### config.mk
export PLATFORM = sky130hd
export DESIGN_NAME = wqd_div
export DESIGN_NICKNAME = d
export VERILOG_FILES = /design/src/hw/rtl/wqd_pkg.sv /design/src/hw/rtl/wqd_div.sv
export SDC_FILE = /design/constraint.sdc
export NUM_CORES = 1
export LEC_CHECK = 0
export BUFFER_PORTS_ARGS = -buffer_cell sky130_fd_sc_hd__buf_2
export CAP_MARGIN = 25
export CORE_AREA = 2 2 128 130
export CTS_CLUSTER_DIAMETER = 30
export DETAILED_ROUTE_END_ITERATION = 10
export DIE_AREA = 0 0 130 132
export HOLD_SLACK_MARGIN = 0.1
export PLACE_DENSITY = 0.92
export SYNTH_ARGS = -nofsm -noshare
export SYNTH_HDL_FRONTEND = slang
export SYNTH_SLANG_ARGS = --single-unit
export TNS_END_PERCENT = 1
### constraint.sdc
create_clock -name aclk -period 5.05 [get_ports aclk]
set_input_delay 0.2525 -clock aclk [delete_from_list [all_inputs] [get_ports aclk]]
set_output_delay 0.2525 -clock aclk [all_outputs]
set_load 0.005 [all_outputs]
### src/hw/rtl/wqd_pkg.sv
// Shared package of the windowed queue delay estimator.
// Holds field widths, register indexes, reset values, the sequencer state type
// and the control structs. It depends on nothing else.
package wqd_pkg;

    localparam int WINDOW_ENTRIES = 64;
    localparam int WIN_IDX_W      = $clog2(WINDOW_ENTRIES);
    localparam int WIN_CNT_W      = $clog2(WINDOW_ENTRIES + 1);

    localparam int TIME_W   = 48;
    localparam int SVC_W    = 24;
    localparam int SQ1_W    = 2 * SVC_W;
    localparam int SUM_W    = 30;
    localparam int SQSUM_W  = 54;
    localparam int UTIL_W   = 17;
    localparam int DEN_W    = TIME_W + 1;
    localparam int CFG_AW   = 2;

    localparam logic [CFG_AW-1:0] REG_WINDOW_SIZE = 2'd0;
    localparam logic [CFG_AW-1:0] REG_MAX_UTIL    = 2'd1;

    localparam logic [TIME_W-1:0] WINDOW_SIZE_RST = 48'd10000000;
    localparam logic [UTIL_W-1:0] Q16_ONE         = 17'd65536;

    // Divider: dividend bits shifted through, one per quotient bit.
    localparam int DIV_STEPS = SQSUM_W;
    localparam int DIV_CNT_W = $clog2(DIV_STEPS + 1);

    typedef enum logic [3:0] {
        ST_IDLE,
        ST_TENW,
        ST_EARLY,
        ST_DROP_SQ,
        ST_DROP_SUB,
        ST_CAP_HI,
        ST_CAP_LO,
        ST_DEN,
        ST_DIV1_GO,
        ST_DIV1,
        ST_MUL,
        ST_DIV2_GO,
        ST_DIV2,
        ST_EVICT_SQ,
        ST_EVICT_SUB,
        ST_INSERT
    } wqd_state_t;

    typedef struct packed {
        logic drop;
        logic insert;
    } wqd_win_ctl_t;

    typedef struct packed {
        logic busy;
        logic done;
    } wqd_div_stat_t;

endpackage

### src/hw/rtl/wqd_div.sv
// Bit-serial restoring divider, one quotient bit per clock.
// Depends on wqd_pkg for widths and the status struct.
module wqd_div (
    input  logic                         aclk,
    input  logic                         aresetn,
    input  logic                         start,
    input  logic [wqd_pkg::SQSUM_W-1:0]  dividend,
    input  logic [wqd_pkg::DEN_W-1:0]    divisor,
    output logic [wqd_pkg::SQSUM_W-1:0]  quotient,
    output wqd_pkg::wqd_div_stat_t       stat
);
    import wqd_pkg::*;

    logic [SQSUM_W-1:0]   work_reg, work_next;
    logic [DEN_W-1:0]     rem_reg, rem_next;
    logic [DEN_W-1:0]     dvs_reg;
    logic [DIV_CNT_W-1:0] cnt_reg, cnt_next;
    logic                 busy_reg, busy_next;
    logic                 done_reg, done_next;
    logic [DEN_W:0]       trial;
    logic                 ge;

    // The dividend leaves at the top of the work register while quotient bits
    // enter at the bottom.
    always_comb begin
        trial     = {rem_reg, work_reg[SQSUM_W-1]};
        ge        = trial >= {1'b0, dvs_reg};
        work_next = work_reg;
        rem_next  = rem_reg;
        cnt_next  = cnt_reg;
        busy_next = busy_reg;
        done_next = 1'b0;
        if (start) begin
            work_next = dividend;
            rem_next  = '0;
            cnt_next  = DIV_CNT_W'(DIV_STEPS);
            busy_next = 1'b1;
        end else if (busy_reg) begin
            work_next = {work_reg[SQSUM_W-2:0], ge};
            rem_next  = ge ? DEN_W'(trial - {1'b0, dvs_reg}) : trial[DEN_W-1:0];
            cnt_next  = cnt_reg - 1'b1;
            if (cnt_reg == DIV_CNT_W'(1)) begin
                busy_next = 1'b0;
                done_next = 1'b1;
            end
        end
    end

    always_ff @(posedge aclk) begin
        if (!aresetn) begin
            busy_reg <= 1'b0;
            done_reg <= 1'b0;
            cnt_reg  <= '0;
        end else begin
            busy_reg <= busy_next;
            done_reg <= done_next;
            cnt_reg  <= cnt_next;
        end
        work_reg <= work_next;
        rem_reg  <= rem_next;
        if (start) begin
            dvs_reg <= divisor;
        end
    end

    assign quotient  = work_reg;
    assign stat.busy = busy_reg;
    assign stat.done = done_reg;

endmodule

==> metrics.txt <==
Post-Syn Area=9400 sq um; Port Buf Inserts=161; largest cells by area after synthesis=edfxtp_1 33%, dfxtp_1 12%, ha_1 6.8%, mux2_2 6.5%, nand2_1 4.2%; nature of the critical path startpoint=register; Pins Over Slew Limit=0; die footprint=17200 sq um; # IOs=162; register share of total power=43.9%; Final setup violation count=0; Bufs on Longest Clock Path=2; initial antenna violation count=0; register bit total from synthesis=160; fin crit share=76.4%; total leakage power=4.83 nW; Initial Util=59.8%; Setup Skew=13.9 ps; CP Max Fanout=33; CTS tree=built; wire per inst=17.1 um; ys flop type=edfxtp_1; Comb power frac=21.7%; Max Freq=259 MHz; final wirelength=23.4 mm; Mapped Nets=1119; vias in the first global route=7934; Sum Neg Setup Slack=0 ps; largest net degree at the start of global routing=54; clk sinks=160; CTS clk-pin slew, worst paths=70 ps; antenna-violating nets left=0; cell taking the most area after synthesis=edfxtp_1; # rows=46; Root Driver=clkbuf_16; clock share of power=34.4%; worst hold path class=primary input to register; CTS buffer count=17; Core Box Area=15700 sq um; area post-placement=10300 sq um; most common cell in the synthesized netlist=nand2_1; worst endpoint required time=5370 ps; Area growth, synth to finish=20.8%; post-route cell area=11400 sq um; gr usage total=27.6%; status=completed; final hold violations=0; Critical Path End Type=register; Crit Path Category=register to register; Seq/Total Area, Yosys=45.0%; Skew-Pair Late Insertion Delay=440 ps; cell count after synthesis=961; max FFs per register=54; top cell type's share of synthesized area=32.9%; Final GP Congestion=0.955; Post-synth EDFFs=103; Commonest cells post-synth=104 x nand2_1, 103 x edfxtp_1, 68 x inv_1; nets=1295; H-tree depth=4; worst endpoint data arrival time=4180 ps; final setup margin=1190 ps; sw power=1.10 mW; Ys Warns=0; Final HPWL DP=16.3 mm; Antenna Cells=0; DRC viols=0; max_slew headroom=40.1%; TritonRoute pass-1 iters=5; share of cells above drive strength 1=23.2%; ys async rst share=0%; Max VDD drop=0.000248 V; Net Sw Frac=30.4%; pwr/cell area=319 nW/um^2; Overflow after GRT=0; Unique masters post-synth=64; Worst Tran Pin Value=899 ps; Synth Area per Inst=9.78 sq um; internal power=2.52 mW; Max Cap Viol=0; Initial DRC Count=638; first-pass GRT wire length=37.7 mm; routed via count=8013; pre-CTS WS=1230 ps; fillcell total=1114; vias per inst=5.87; Die X=130 um; RSZ-0062 raised after global routing=false; Die Span Y=132 um; crit path time final=3860 ps
critical path, cell delays in order (launching register included):
cell and delay (ps):
edfxtp_1 390, inv_1 90, ha_1 160, inv_1 60, fa_1 410, a21o_1 220
a311oi_1 460, o31ai_2 130, a21oi_2 240, o2111a_1 310, o31ai_2 90, nand2_1 540
buf_12 280, nand2_1 70, a311oi_1 300
cell usage in the layout, fill, tap and decap left out, types with 50 or more instances in the layout:
cell,n
mux2_2,54
ha_1,51
inv_1,67
edfxtp_1,103
dfxtp_1,56
nor2_1,61
buf_2,160
dlygate4sd3_1,50
a21oi_1,55
nand2_1,104
layer usage:
layer	global-route usage [%]	wire length, um	vias up
met4	10.6	653	0
met1	33.9	9780	3748
met2	47.1	11400	337
li1	-	-	3874
met5	0	0	-
met3	6.37	1580	54
final cells by class:
cell class	instances	area, sq um	share of cell area [%]
clock buffer	17	425	3.75
tap	216	270	2.38
timing repair buffer	218	1390	12.2
multi-input combinational	672	4640	40.8
clock inverter	15	146	1.29
sequential	160	4240	37.3
inverter	68	255	2.25
metrics by stage:
stage	util, %	hold WS, ps	instances	total power, mW
after floorplan	-	351	961	2.12
after global placement	65.3	429	1283	2.33
after detailed placement	65.5	431	1284	2.35
after CTS	72.3	103	1366	3.63
after global routing	72.3	110	1366	3.78
final	72.3	118	1366	3.62
cell families after synthesis:
family / synth area share, %
xor+xnor: 4.47
mux: 6.92
fa+ha+maj: 7.00
simple gates: 14.0
compound gates: 17.0
buf+inv: 5.60
flops: 45.0
final timing paths:
path,to,start,slack [ps],cells after the start
setup / recovery,rem_reg[30],quotient[53],1190,14
hold / removal,quotient[6],dividend[6],120,2
setup reg to reg,rem_reg[30],quotient[53],1190,14
hold reg to reg,rem_reg[32],rem_reg[32],500,2
power groups by stage:
stage	clock (mW)	combinational, mW	sequential (mW)
2_1_floorplan	0	0.526	1.60
3_3_place_gp	0	0.718	1.61
3_5_place_dp	0	0.741	1.61
4_1_cts	1.27	0.775	1.59
5_1_grt	1.31	0.865	1.60
6_report	1.24	0.787	1.59
what timing repair did:
| action | CTS | global route |
|---|---|---|
| hold buffers | 50 | 0 |
| gates resized for setup | 0 | 0 |
| buffers inserted | 0 | 0 |
| endpoints found under the hold margin | 51 | 0 |
Note: power is estimated with default switching activity, not from simulation.
